## config.mk

```make
export PLATFORM = sky130hd
export DESIGN_NAME = rds_eon_group_table_flat
export DESIGN_NICKNAME = d
export VERILOG_FILES = /design/src/rtl/rds_eon_pkg.sv /design/src/rtl/rds_eon_group_if.sv /design/src/rtl/rds_eon_result_if.sv /design/src/rtl/rds_eon_ram.sv /design/src/rtl/rds_eon_group_table.sv /design/src/flat_wrapper.sv
export SDC_FILE = /design/constraint.sdc
export NUM_CORES = 1
export LEC_CHECK = 0
export BUFFER_PORTS_ARGS = -buffer_cell sky130_fd_sc_hd__buf_2
export CELL_PAD_IN_SITES_DETAIL_PLACEMENT = 1
export CELL_PAD_IN_SITES_GLOBAL_PLACEMENT = 2
export CORE_MARGIN = 2
export CORE_UTILIZATION = 53
export CTS_CLUSTER_DIAMETER = 60
export CTS_CLUSTER_SIZE = 40
export DETAILED_ROUTE_END_ITERATION = 10
export PLACE_DENSITY = 0.9
export SYNTH_ARGS = -nofsm -noshare
export SYNTH_HDL_FRONTEND = slang
export SYNTH_HIERARCHICAL = 1
export SYNTH_SLANG_ARGS = --single-unit
```

## constraint.sdc

```tcl
create_clock -name clk -period 17 [get_ports clk]
set_input_delay 1.7 -clock clk [delete_from_list [all_inputs] [get_ports clk]]
set_output_delay 1.7 -clock clk [all_outputs]
set_load 0.05 [all_outputs]
```

## src/rtl/rds_eon_pkg.sv

```systemverilog
// ----------------------------------------------------------------------------
// RDS EON package
// Types, constants and helpers shared by the group 14 other-network table.
// ----------------------------------------------------------------------------
package rds_eon_pkg;

    // group and variant codes
    localparam logic [3:0] GROUP_EON    = 4'hE;
    localparam logic [3:0] VAR_PS_LAST  = 4'd3;
    localparam logic [3:0] VAR_AF_FIRST = 4'd4;
    localparam logic [3:0] VAR_AF_LAST  = 4'd9;
    localparam logic [3:0] VAR_LINKAGE  = 4'd12;
    localparam logic [3:0] VAR_PTY_TA   = 4'd13;
    localparam logic [3:0] VAR_PIN      = 4'd14;

    localparam logic       VERSION_A    = 1'b0;
    localparam logic [2:0] NO_AF_PAIR   = 3'd6;

    // AF code to frequency in 100 kHz units
    localparam logic [7:0]  AF_CODE_MIN = 8'd1;
    localparam logic [7:0]  AF_CODE_MAX = 8'd204;
    localparam logic [10:0] AF_BASE     = 11'd875;

    typedef struct packed {
        logic [15:0] pi;
        logic        tp;
        logic        ta;
        logic [4:0]  pty;
        logic [15:0] pin;
        logic [15:0] linkage;
        logic [63:0] ps_name;
    } eon_entry_t;

    typedef struct packed {
        logic        accepted;
        logic        table_full_drop;
        eon_entry_t  ent;
        logic [2:0]  af_pair_slot;
        logic [10:0] af_first;
        logic [10:0] af_second;
    } eon_result_t;

    localparam int ENTRY_W = $bits(eon_entry_t);

    function automatic logic [10:0] af_code_to_freq(input logic [7:0] code);
        logic [10:0] freq;
        freq = '0;
        if (code >= AF_CODE_MIN && code <= AF_CODE_MAX)
        begin
            freq = AF_BASE + {3'b000, code};
        end
        return freq;
    endfunction

endpackage

```

## src/rtl/rds_eon_group_if.sv

```systemverilog
// ----------------------------------------------------------------------------
// RDS EON group channel
// Valid/ready channel carrying one decoded RDS group.
// ----------------------------------------------------------------------------
interface rds_eon_group_if;
    logic        valid;
    logic        ready;
    logic [3:0]  group_code;
    logic        type_version;
    logic [15:0] block_b;
    logic [15:0] block_c;
    logic [15:0] block_d;
    logic        station_change;

    modport source (
        output valid, group_code, type_version, block_b, block_c, block_d, station_change,
        input  ready
    );
    modport sink (
        input  valid, group_code, type_version, block_b, block_c, block_d, station_change,
        output ready
    );
endinterface

```

## src/rtl/rds_eon_result_if.sv

```systemverilog
// ----------------------------------------------------------------------------
// RDS EON result channel
// Valid/ready channel carrying the updated other-network entry.
// ----------------------------------------------------------------------------
interface rds_eon_result_if;
    logic        valid;
    logic        ready;
    logic        accepted;
    logic        table_full_drop;
    logic [15:0] net_pi;
    logic        net_tp;
    logic        net_ta;
    logic [4:0]  net_pty;
    logic [15:0] net_pin;
    logic [15:0] net_linkage;
    logic [63:0] net_ps_name;
    logic [2:0]  af_pair_slot;
    logic [10:0] af_first;
    logic [10:0] af_second;

    modport source (
        output valid, accepted, table_full_drop, net_pi, net_tp, net_ta, net_pty,
               net_pin, net_linkage, net_ps_name, af_pair_slot, af_first, af_second,
        input  ready
    );
    modport sink (
        input  valid, accepted, table_full_drop, net_pi, net_tp, net_ta, net_pty,
               net_pin, net_linkage, net_ps_name, af_pair_slot, af_first, af_second,
        output ready
    );
endinterface

```

## src/rtl/rds_eon_ram.sv

```systemverilog
// ----------------------------------------------------------------------------
// RDS EON RAM
// Generic simple dual-port RAM, one write and one registered read port.
// ----------------------------------------------------------------------------
module rds_eon_ram #(
    parameter int WIDTH = 8,
    parameter int DEPTH = 8
) (
    input  logic                                          clk,
    input  logic                                          we,
    input  logic [((DEPTH > 1) ? $clog2(DEPTH) : 1)-1:0] waddr,
    input  logic [WIDTH-1:0]                              wdata,
    input  logic                                          re,
    input  logic [((DEPTH > 1) ? $clog2(DEPTH) : 1)-1:0] raddr,
    output logic [WIDTH-1:0]                              rdata
);
    logic [WIDTH-1:0] mem [DEPTH];
    logic [WIDTH-1:0] rdata_reg;

    always_ff @(posedge clk)
    begin
        if (we)
        begin
            mem[waddr] <= wdata;
        end
        if (re)
        begin
            rdata_reg <= mem[raddr];
        end
    end

    assign rdata = rdata_reg;
endmodule

```

## src/rtl/rds_eon_group_table.sv

```systemverilog
// ----------------------------------------------------------------------------
// RDS EON group table
// Group 14 (Enhanced Other Networks) decoder keeping a table of other networks.
// ----------------------------------------------------------------------------
// Each accepted beat is one decoded RDS group; each group yields exactly one
// result beat. Entries live in a RAM with a registered read port, one entry
// per row, with a valid bit per row in flip-flops; station_change clears the
// valid bits at once, so there is no clearing pass after reset. A group 14
// walks the table one row per cycle looking for its PI, then writes the
// updated row back, or fills the lowest free row if its PI is not found;
// with no row free the group is dropped. The search reads the rows one by
// one through the RAM read port. One group is in work at a time; the
// next group is taken while the previous result still waits in the output
// register. AF pairs are reported in the result of the group that carries
// them and are not kept in the table.
module rds_eon_group_table #(
    parameter int TABLE_ENTRIES = 8
) (
    input  logic                    clk,
    input  logic                    rst_n,
    rds_eon_group_if.sink           grp,
    rds_eon_result_if.source        res
);
    localparam int IDXW = (TABLE_ENTRIES > 1) ? $clog2(TABLE_ENTRIES) : 1;
    localparam logic [IDXW-1:0] LAST_IDX = IDXW'(TABLE_ENTRIES - 1);

    typedef enum logic [2:0] {
        ST_IDLE,
        ST_SEARCH,
        ST_DRAIN,
        ST_MODIFY,
        ST_EMIT
    } state_t;

    // control
    state_t                    state_reg, state_next;
    logic [TABLE_ENTRIES-1:0]  valid_reg, valid_next;
    logic [IDXW-1:0]           idx_reg, idx_next;
    logic                      chk_reg, chk_next;
    logic                      free_found_reg, free_found_next;
    logic                      out_valid_reg, out_valid_next;

    // payload
    logic                      ver_reg, ver_next;
    logic [15:0]               bb_reg, bb_next;
    logic [15:0]               bc_reg, bc_next;
    logic [15:0]               bd_reg, bd_next;
    logic                      chk_vld_reg, chk_vld_next;
    logic [IDXW-1:0]           chk_idx_reg, chk_idx_next;
    logic [IDXW-1:0]           free_idx_reg, free_idx_next;
    logic [IDXW-1:0]           slot_reg, slot_next;
    rds_eon_pkg::eon_entry_t   ent_reg, ent_next;
    rds_eon_pkg::eon_result_t  res_reg, res_next;
    rds_eon_pkg::eon_result_t  out_reg, out_next;

    // RAM
    logic                            ram_we;
    logic                            ram_re;
    logic [rds_eon_pkg::ENTRY_W-1:0] ram_rdata;
    rds_eon_pkg::eon_entry_t         rd_entry;

    // update path
    rds_eon_pkg::eon_entry_t   upd_entry;
    logic [2:0]                upd_pair;
    logic [10:0]               upd_f1;
    logic [10:0]               upd_f2;
    logic [3:0]                variant;

    logic                      hit;
    logic                      out_free;
    rds_eon_pkg::eon_result_t  empty_res;

    rds_eon_ram #(
        .WIDTH (rds_eon_pkg::ENTRY_W),
        .DEPTH (TABLE_ENTRIES)
    ) u_ram (
        .clk   (clk),
        .we    (ram_we),
        .waddr (slot_reg),
        .wdata (upd_entry),
        .re    (ram_re),
        .raddr (idx_reg),
        .rdata (ram_rdata)
    );

    assign rd_entry = rds_eon_pkg::eon_entry_t'(ram_rdata);
    assign ram_re   = (state_reg == ST_SEARCH);
    assign ram_we   = (state_reg == ST_MODIFY);
    assign hit      = chk_reg && chk_vld_reg && (rd_entry.pi == bd_reg);
    assign out_free = !out_valid_reg || res.ready;
    assign variant  = bb_reg[3:0];

    always_comb
    begin
        empty_res              = '0;
        empty_res.af_pair_slot = rds_eon_pkg::NO_AF_PAIR;
    end

    // apply the group to the selected entry
    always_comb
    begin
        upd_entry    = ent_reg;
        upd_pair     = rds_eon_pkg::NO_AF_PAIR;
        upd_f1       = '0;
        upd_f2       = '0;
        upd_entry.pi = bd_reg;
        upd_entry.tp = bb_reg[4];
        if (ver_reg == rds_eon_pkg::VERSION_A)
        begin
            case (variant) inside
                [4'd0:rds_eon_pkg::VAR_PS_LAST]:
                begin
                    case (variant[1:0])
                        2'd0:    upd_entry.ps_name[63:48] = bc_reg;
                        2'd1:    upd_entry.ps_name[47:32] = bc_reg;
                        2'd2:    upd_entry.ps_name[31:16] = bc_reg;
                        default: upd_entry.ps_name[15:0]  = bc_reg;
                    endcase
                end
                [rds_eon_pkg::VAR_AF_FIRST:rds_eon_pkg::VAR_AF_LAST]:
                begin
                    upd_pair = 3'(variant - rds_eon_pkg::VAR_AF_FIRST);
                    upd_f1   = rds_eon_pkg::af_code_to_freq(bc_reg[15:8]);
                    upd_f2   = rds_eon_pkg::af_code_to_freq(bc_reg[7:0]);
                end
                rds_eon_pkg::VAR_LINKAGE:
                begin
                    upd_entry.linkage = bc_reg;
                end
                rds_eon_pkg::VAR_PTY_TA:
                begin
                    upd_entry.pty = bc_reg[15:11];
                    upd_entry.ta  = bc_reg[0];
                end
                rds_eon_pkg::VAR_PIN:
                begin
                    upd_entry.pin = bc_reg;
                end
                default:
                begin
                    // only PI and TP change
                end
            endcase
        end
        else
        begin
            upd_entry.ta = bb_reg[3];
        end
    end

    always_comb
    begin
        state_next      = state_reg;
        valid_next      = valid_reg;
        idx_next        = idx_reg;
        chk_next        = chk_reg;
        free_found_next = free_found_reg;
        out_valid_next  = out_valid_reg && !res.ready;
        ver_next        = ver_reg;
        bb_next         = bb_reg;
        bc_next         = bc_reg;
        bd_next         = bd_reg;
        chk_vld_next    = chk_vld_reg;
        chk_idx_next    = chk_idx_reg;
        free_idx_next   = free_idx_reg;
        slot_next       = slot_reg;
        ent_next        = ent_reg;
        res_next        = res_reg;
        out_next        = out_reg;

        case (state_reg)
            ST_IDLE:
            begin
                if (grp.valid)
                begin
                    ver_next = grp.type_version;
                    bb_next  = grp.block_b;
                    bc_next  = grp.block_c;
                    bd_next  = grp.block_d;
                    if (grp.station_change)
                    begin
                        valid_next = '0;
                    end
                    if (grp.group_code != rds_eon_pkg::GROUP_EON)
                    begin
                        res_next   = empty_res;
                        state_next = ST_EMIT;
                    end
                    else
                    begin
                        idx_next        = '0;
                        chk_next        = 1'b0;
                        free_found_next = 1'b0;
                        state_next      = ST_SEARCH;
                    end
                end
            end
            ST_SEARCH:
            begin
                // issue a read for this row, compare the row read last cycle
                chk_next     = 1'b1;
                chk_vld_next = valid_reg[idx_reg];
                chk_idx_next = idx_reg;
                if (!valid_reg[idx_reg] && !free_found_reg)
                begin
                    free_found_next = 1'b1;
                    free_idx_next   = idx_reg;
                end
                if (idx_reg == LAST_IDX)
                begin
                    state_next = ST_DRAIN;
                end
                else
                begin
                    idx_next = idx_reg + 1'b1;
                end
                if (hit)
                begin
                    ent_next   = rd_entry;
                    slot_next  = chk_idx_reg;
                    state_next = ST_MODIFY;
                end
            end
            ST_DRAIN:
            begin
                chk_next = 1'b0;
                if (hit)
                begin
                    ent_next   = rd_entry;
                    slot_next  = chk_idx_reg;
                    state_next = ST_MODIFY;
                end
                else if (free_found_reg)
                begin
                    // take the lowest free row, cleared
                    ent_next   = '0;
                    slot_next  = free_idx_reg;
                    state_next = ST_MODIFY;
                end
                else
                begin
                    res_next                 = empty_res;
                    res_next.table_full_drop = 1'b1;
                    res_next.ent.pi          = bd_reg;
                    state_next               = ST_EMIT;
                end
            end
            ST_MODIFY:
            begin
                valid_next[slot_reg]  = 1'b1;
                res_next.accepted        = 1'b1;
                res_next.table_full_drop = 1'b0;
                res_next.ent             = upd_entry;
                res_next.af_pair_slot    = upd_pair;
                res_next.af_first        = upd_f1;
                res_next.af_second       = upd_f2;
                state_next               = ST_EMIT;
            end
            ST_EMIT:
            begin
                if (out_free)
                begin
                    out_next       = res_reg;
                    out_valid_next = 1'b1;
                    state_next     = ST_IDLE;
                end
            end
            default:
            begin
                state_next = ST_IDLE;
            end
        endcase
    end

    always_ff @(posedge clk or negedge rst_n)
    begin
        if (!rst_n)
        begin
            state_reg      <= ST_IDLE;
            valid_reg      <= '0;
            idx_reg        <= '0;
            chk_reg        <= 1'b0;
            free_found_reg <= 1'b0;
            out_valid_reg  <= 1'b0;
        end
        else
        begin
            state_reg      <= state_next;
            valid_reg      <= valid_next;
            idx_reg        <= idx_next;
            chk_reg        <= chk_next;
            free_found_reg <= free_found_next;
            out_valid_reg  <= out_valid_next;
        end
    end

    always_ff @(posedge clk)
    begin
        ver_reg      <= ver_next;
        bb_reg       <= bb_next;
        bc_reg       <= bc_next;
        bd_reg       <= bd_next;
        chk_vld_reg  <= chk_vld_next;
        chk_idx_reg  <= chk_idx_next;
        free_idx_reg <= free_idx_next;
        slot_reg     <= slot_next;
        ent_reg      <= ent_next;
        res_reg      <= res_next;
        out_reg      <= out_next;
    end

    assign grp.ready           = (state_reg == ST_IDLE);
    assign res.valid           = out_valid_reg;
    assign res.accepted        = out_reg.accepted;
    assign res.table_full_drop = out_reg.table_full_drop;
    assign res.net_pi          = out_reg.ent.pi;
    assign res.net_tp          = out_reg.ent.tp;
    assign res.net_ta          = out_reg.ent.ta;
    assign res.net_pty         = out_reg.ent.pty;
    assign res.net_pin         = out_reg.ent.pin;
    assign res.net_linkage     = out_reg.ent.linkage;
    assign res.net_ps_name     = out_reg.ent.ps_name;
    assign res.af_pair_slot    = out_reg.af_pair_slot;
    assign res.af_first        = out_reg.af_first;
    assign res.af_second       = out_reg.af_second;
endmodule

```

## src/flat_wrapper.sv

```systemverilog
// flat-port wrapper written by rule: the top's interface ports become plain ports
module rds_eon_group_table_flat 
#(
    parameter int TABLE_ENTRIES = 8
)
  (clk, rst_n, grp_valid, grp_group_code, grp_type_version, grp_block_b, grp_block_c, grp_block_d, grp_station_change, grp_ready, res_valid, res_accepted, res_table_full_drop, res_net_pi, res_net_tp, res_net_ta, res_net_pty, res_net_pin, res_net_linkage, res_net_ps_name, res_af_pair_slot, res_af_first, res_af_second, res_ready);
  rds_eon_group_if grp_i ();
  rds_eon_result_if res_i ();
  input  logic clk;
  input  logic rst_n;
  input wire logic [$bits(grp_i.valid)-1:0] grp_valid;
  input wire logic [$bits(grp_i.group_code)-1:0] grp_group_code;
  input wire logic [$bits(grp_i.type_version)-1:0] grp_type_version;
  input wire logic [$bits(grp_i.block_b)-1:0] grp_block_b;
  input wire logic [$bits(grp_i.block_c)-1:0] grp_block_c;
  input wire logic [$bits(grp_i.block_d)-1:0] grp_block_d;
  input wire logic [$bits(grp_i.station_change)-1:0] grp_station_change;
  output wire logic [$bits(grp_i.ready)-1:0] grp_ready;
  output wire logic [$bits(res_i.valid)-1:0] res_valid;
  output wire logic [$bits(res_i.accepted)-1:0] res_accepted;
  output wire logic [$bits(res_i.table_full_drop)-1:0] res_table_full_drop;
  output wire logic [$bits(res_i.net_pi)-1:0] res_net_pi;
  output wire logic [$bits(res_i.net_tp)-1:0] res_net_tp;
  output wire logic [$bits(res_i.net_ta)-1:0] res_net_ta;
  output wire logic [$bits(res_i.net_pty)-1:0] res_net_pty;
  output wire logic [$bits(res_i.net_pin)-1:0] res_net_pin;
  output wire logic [$bits(res_i.net_linkage)-1:0] res_net_linkage;
  output wire logic [$bits(res_i.net_ps_name)-1:0] res_net_ps_name;
  output wire logic [$bits(res_i.af_pair_slot)-1:0] res_af_pair_slot;
  output wire logic [$bits(res_i.af_first)-1:0] res_af_first;
  output wire logic [$bits(res_i.af_second)-1:0] res_af_second;
  input wire logic [$bits(res_i.ready)-1:0] res_ready;
  assign grp_i.valid = grp_valid;
  assign grp_i.group_code = grp_group_code;
  assign grp_i.type_version = grp_type_version;
  assign grp_i.block_b = grp_block_b;
  assign grp_i.block_c = grp_block_c;
  assign grp_i.block_d = grp_block_d;
  assign grp_i.station_change = grp_station_change;
  assign grp_ready = grp_i.ready;
  assign res_valid = res_i.valid;
  assign res_accepted = res_i.accepted;
  assign res_table_full_drop = res_i.table_full_drop;
  assign res_net_pi = res_i.net_pi;
  assign res_net_tp = res_i.net_tp;
  assign res_net_ta = res_i.net_ta;
  assign res_net_pty = res_i.net_pty;
  assign res_net_pin = res_i.net_pin;
  assign res_net_linkage = res_i.net_linkage;
  assign res_net_ps_name = res_i.net_ps_name;
  assign res_af_pair_slot = res_i.af_pair_slot;
  assign res_af_first = res_i.af_first;
  assign res_af_second = res_i.af_second;
  assign res_i.ready = res_ready;
  rds_eon_group_table #(.TABLE_ENTRIES(TABLE_ENTRIES)) u_core (.clk(clk), .rst_n(rst_n), .grp(grp_i), .res(res_i));
endmodule
```

==> metrics, run 1 <==
status=completed; relative slew slack=19.8%; startpoint class of the critical path=register; maximum clock skew at final layout=0.0307 ns; filler instances=8,799; Sinks on Clock Net=1,521; number of antenna violations at the first check in global routing=10; total clock buffers created by CTS=111; CTS max path bufs=3; Mapped Area=57,200 um2; setup repair after global routing missed its margin=false; maximum VDD drop=0.109 mV; Skew-Pair Late Insertion Delay=0.72 ns; tightest hold margin=0.419 ns; final count of pins violating max slew=0; count of standard-cell rows=120; cell count after synthesis=2,542; Floorplan Core Area=107,000 um2; global-route wire length before repair=198 mm; most repeated library cell on the critical path=buf_4; Initial DRT Pass Iterations=5; slowest stage cell on the critical path=buf_4; largest net degree at the start of global routing=174; hold_buf cts=0; combinational share of power=21.6%; ratio of final minimum period to clock period=29.5%; Required @ worst endpoint=17.33 ns; effective utilization at floorplan=53.5%; Die Width=333 um; clock tree from TritonCTS=built; final-report hold violation count=0; Clock Power Share=28.8%; clock transition at the registers of the reported paths=0.09 ns; worst stage delay on the critical path=0.97 ns; part of the power in registers=49.6%; category of the most critical setup path=reg2reg; total negative setup slack=0 ns; Worst-Margin Slew=1.20 ns; detailed-route DRC error count=0; total vias in the final route=26.4k; routed length per instance=31.5 um; total wire length=135 mm; Boundary Pins=206; areal power density over the cells=152 nW/um2; crit path cell chain=and2b_1 -> nand2_1 -> inv_4 -> nand2b_1 -> nor2_4 -> buf_4 -> buf_4; Placer Congestion=0.778; Net Switching=0.00291 W; H-tree depth reported by CTS=3; signal arrival time at the worst endpoint=5.34 ns; Internal=0.00678 W; Synth Net Count=2,607; number of antenna-violating nets in the routed design=0; sum of overflow across all layers after global routing=0; diode insertion count for antenna repair=0; Pleak=20.7 nW; vias per cell=6.16; YS warnings=6; number of DRC markers after the initial detailed-route iteration=2,587; max reg flops=944; area growth from synthesis to final layout=11.2%; kind of end point of the critical path=register; # Max-Cap Violations=0; critical path peak fanout=53; Buffers & Inverters on Critical Path=3; final core utilization=59.4%; gate family responsible for the most delay along the worst path=buffers and inverters; path type of the worst min-delay path=reg2reg; # resized after CTS=0; average instance area after synthesis=22.5 um2; switching power share of the total=30.1%; final critical-path required period=5.01 ns; count of buffers from port buffering=194; All-Layer GR Usage=24.6%; cell at the root of the clock tree=clkbuf_16; area enclosed by the die boundary=111,000 um2; Die Height=333 um; via count of the first global-routing pass=28.5k; DP Wirelength=72.3 mm; maximum clock frequency=0.200 GHz; fraction of layout instances using a drive strength above 1=28.9%; final count of negative-setup-slack endpoints=0; net count reported at finish=2,849; Setup Buffers After CTS=0
## cell usage in the layout, fill, tap and decap left out, types with 11 or more instances in the layout
cell type and n:
mux2_2 199, inv_8 11, clkinv_8 15, buf_4 52, nand2_1 39, o21ai_0 27
nor2_1 26, mux4_1 85, inv_6 15, clkbuf_16 114, buf_2 194, edfxtp_1 1504
dfrtp_1 14, xor2_1 15, and2_1 222, mux4_2 153
## stage by stage
| stage | total power [W] | area (um2) | cells | setup slack, ns |
|---|---|---|---|---|
| 4_1_cts | 0.00978 | 63600 | 4283 | 11.91 |
| 3_5_place_dp | 0.00699 | 59700 | 4074 | 12.02 |
| 5_1_grt | 0.0100 | 63600 | 4283 | 11.84 |
| 2_1_floorplan | 0.00652 | 57200 | 2542 | 6.95 |
| 6_report | 0.00970 | 63600 | 4283 | 11.99 |
| 3_3_place_gp | 0.00688 | 59700 | 4074 | 12.19 |
## worst reg2reg max path, cell delays in order, from the launching register on
cell      delay [ns]
dfrtp_1         0.54
and2b_1         0.32
nand2_1         0.14
inv_4           0.50
nand2b_1        0.39
nor2_4          0.90
buf_4           0.98
buf_4           0.84
## area by class of cell
| cell class | count | area (um2) | area share, % |
|---|---|---|---|
| well taps | 1403 | 1760 | 2.76 |
| inverters | 11 | 48.8 | 0.0767 |
| repair buffers | 248 | 1400 | 2.20 |
| flip-flops and latches | 1521 | 45600 | 71.7 |
| multi-input cells | 891 | 10900 | 17.2 |
| clock inverters | 86 | 1010 | 1.59 |
| clock buffers | 123 | 2890 | 4.54 |
## path summary, 6_finish.rpt
path / slack, ns / end / depth (start not counted) / startpoint
max in group asynchronous: 15.68 / u_core/idx_reg[1] / 1 / rst_n
worst max register to register: 11.99 / u_core/u_ram/mem[1][52] / 7 / u_core/state_reg[2]
min in group asynchronous: 0.93 / u_core/valid_reg[7] / 1 / rst_n
worst max-delay path: 11.99 / u_core/u_ram/mem[1][52] / 7 / u_core/state_reg[2]
worst min-delay path: 0.42 / u_core/res.net_ps_name[32] / 0 / u_core/res_reg[57]
worst min register to register: 0.42 / u_core/res.net_ps_name[32] / 0 / u_core/res_reg[57]
## routing by layer
metal	GRT usage (%)	vias up	routed length, um
li1	-	10800	-
met1	33.3	14200	53100
met2	41.4	1197	68400
met3	4.34	221	10100
met4	7.12	4	3510
met5	0	-	17
## power by group through the flow
stage | Sequential [W] | Clock (W) | Combinational (W)
finish | 0.00480 | 0.00280 | 0.00210
global route | 0.00484 | 0.00295 | 0.00221
CTS | 0.00481 | 0.00284 | 0.00212
detailed placement | 0.00489 | 0 | 0.00210
global placement | 0.00487 | 0 | 0.00201
floorplan | 0.00527 | 0 | 0.00125
Power figures use the tool's default switching activity.
==> inputs of run 2 (changes only) <==
--- a/config.mk
+++ b/config.mk
@@ -5,15 +5,16 @@
 export SDC_FILE = /design/constraint.sdc
 export NUM_CORES = 1
 export LEC_CHECK = 0
+export ABC_AREA = 1
 export BUFFER_PORTS_ARGS = -buffer_cell sky130_fd_sc_hd__buf_2
 export CELL_PAD_IN_SITES_DETAIL_PLACEMENT = 1
 export CELL_PAD_IN_SITES_GLOBAL_PLACEMENT = 2
 export CORE_MARGIN = 2
-export CORE_UTILIZATION = 53
+export CORE_UTILIZATION = 42
 export CTS_CLUSTER_DIAMETER = 60
 export CTS_CLUSTER_SIZE = 40
 export DETAILED_ROUTE_END_ITERATION = 10
-export PLACE_DENSITY = 0.9
+export PLACE_DENSITY = 0.85
 export SYNTH_ARGS = -nofsm -noshare
 export SYNTH_HDL_FRONTEND = slang
 export SYNTH_HIERARCHICAL = 1
==> constraint.sdc (replaced) <==
create_clock -name clk -period 4.8 [get_ports clk]
set_input_delay 0.48 -clock clk [delete_from_list [all_inputs] [get_ports clk]]
set_output_delay 0.48 -clock clk [all_outputs]
set_load 0.05 [all_outputs]
==> metrics, run 2 <==
status=completed; # Max-Cap Violations=0; category of the most critical setup path=reg2reg; Boundary Pins=206; Required @ worst endpoint=5.24 ns; maximum clock skew at final layout=0.0316 ns; number of antenna-violating nets in the routed design=0; Synth Net Count=5,810; Die Width=392 um; tightest hold margin=0.100 ns; clock tree from TritonCTS=built; critical path peak fanout=59; Pleak=30.9 nW; average instance area after synthesis=11.0 um2; ratio of final minimum period to clock period=66.6%; area growth from synthesis to final layout=13.2%; global-route wire length before repair=264 mm; vias per cell=5.02; final count of negative-setup-slack endpoints=0; Placer Congestion=0.752; max reg flops=944; maximum clock frequency=0.313 GHz; sum of overflow across all layers after global routing=0; hold_buf cts=40; number of antenna violations at the first check in global routing=9; signal arrival time at the worst endpoint=3.63 ns; areal power density over the cells=510 nW/um2; net count reported at finish=6,030; total vias in the final route=40.6k; All-Layer GR Usage=23.2%; post-layout total power=0.0365 W; kind of end point of the critical path=register; startpoint class of the critical path=register; Clock Power Share=31.2%; final critical-path required period=3.20 ns; number of DRC markers after the initial detailed-route iteration=3,050; Setup Buffers After CTS=0; # resized after CTS=0; part of the power in registers=47.3%; path type of the worst min-delay path=in2reg; H-tree depth reported by CTS=4; via count of the first global-routing pass=42.7k; Sinks on Clock Net=1,521; clock transition at the registers of the reported paths=0.07 ns; final count of pins violating max slew=0; Mapped Area=63,300 um2; Net Switching=0.0121 W; cell count after synthesis=5,745; commonest non-fill, non-tap cell in the layout=nand2_1; setup repair after global routing missed its margin=false; combinational share of power=21.5%; final core utilization=47.8%; maximum VDD drop=0.387 mV; count of buffers from port buffering=194; filler instances=15.9k; cell at the root of the clock tree=clkbuf_16; CTS max path bufs=3; routed length per instance=21.9 um; YS warnings=6; effective utilization at floorplan=42.2%; switching power share of the total=33.2%; Initial DRT Pass Iterations=6; total clock buffers created by CTS=130; total wire length=177 mm; fraction of layout instances using a drive strength above 1=10.1%; Worst-Margin Slew=1.23 ns; count of standard-cell rows=142; total negative setup slack=0 ns; commonest cells after routing, fill and taps aside=nand2_1 (1,689), edfxtp_1 (1,504), inv_1 (1,293); final-report hold violation count=0; relative slew slack=18.0%; Internal=0.0244 W; Floorplan Core Area=150,000 um2; area enclosed by the die boundary=154,000 um2; DP Wirelength=98.0 mm; Die Height=392 um; Skew-Pair Late Insertion Delay=0.81 ns; detailed-route DRC error count=0; largest net degree at the start of global routing=187
[run 2: worst paths after layout]
kind | start | to | slack [ns] | cells after the start
setup / recovery | u_core/bd_reg[15] | u_core/res_reg[32] | 1.60 | 12
hold reg to reg | u_core/res_reg[114] | u_core/res.net_pin[9] | 0.40 | 0
min in group asynchronous | rst_n | u_core/state_reg[1] | 0.15 | 2
max in group asynchronous | rst_n | u_core/idx_reg[2] | 4.31 | 2
hold / removal | grp_valid | u_core/chk_reg | 0.10 | 4
setup reg to reg | u_core/bd_reg[15] | u_core/res_reg[32] | 1.60 | 12
[run 2: routing by layer]
| metal | vias up | global-route usage (%) | routed length [um] |
|---|---|---|---|
| met5 | - | 0 | 0 |
| met4 | 0 | 7.62 | 4980 |
| met3 | 252 | 2.71 | 7400 |
| met2 | 895 | 41.0 | 90400 |
| met1 | 20800 | 29.5 | 73800 |
| li1 | 18600 | - | - |
[run 2: final cells by class]
| class | count | area (um2) | area share, % |
|---|---|---|---|
| diodes | 2 | 5.00 | 0.00699 |
| clock buffers | 150 | 3550 | 4.96 |
| clock inverters | 80 | 1070 | 1.49 |
| inverters | 1305 | 4940 | 6.90 |
| multi-input cells | 2686 | 11600 | 16.2 |
| flip-flops and latches | 1521 | 45600 | 63.7 |
| well taps | 2016 | 2520 | 3.52 |
| repair buffers | 321 | 2320 | 3.25 |
[run 2: through the flow]
| stage | instance area (um2) | instances | setup slack, ns |
|---|---|---|---|
| after floorplan | 63300 | 5745 | -1.53 |
| after global placement | 66600 | 7809 | 1.65 |
| after detailed placement | 66600 | 7809 | 1.57 |
| after CTS | 71600 | 8079 | 1.53 |
| after global routing | 71600 | 8079 | 1.36 |
| final | 71600 | 8081 | 1.60 |
[run 2: worst max-delay path, stage by stage, from the launching register on]
cell and delay (ns):
edfxtp_1 0.53, inv_1 0.16, nand2_1 0.08, nand2_1 0.08, inv_1 0.04, nand3_1 0.10
nor2_1 0.09, nand3_1 0.13, nand2_1 0.07, nand2_1 0.16, nand4_1 0.25, inv_6 0.64
buf_4 0.48
[run 2: power by group through the flow]
| stage | combinational (W) | sequential, W | clock [W] |
|---|---|---|---|
| after CTS | 0.00794 | 0.0173 | 0.0116 |
| final | 0.00785 | 0.0173 | 0.0114 |
| after detailed placement | 0.00787 | 0.0176 | 0 |
| after global routing | 0.00855 | 0.0174 | 0.0121 |
| after floorplan | 0.00372 | 0.0193 | 0 |
| after global placement | 0.00762 | 0.0175 | 0 |
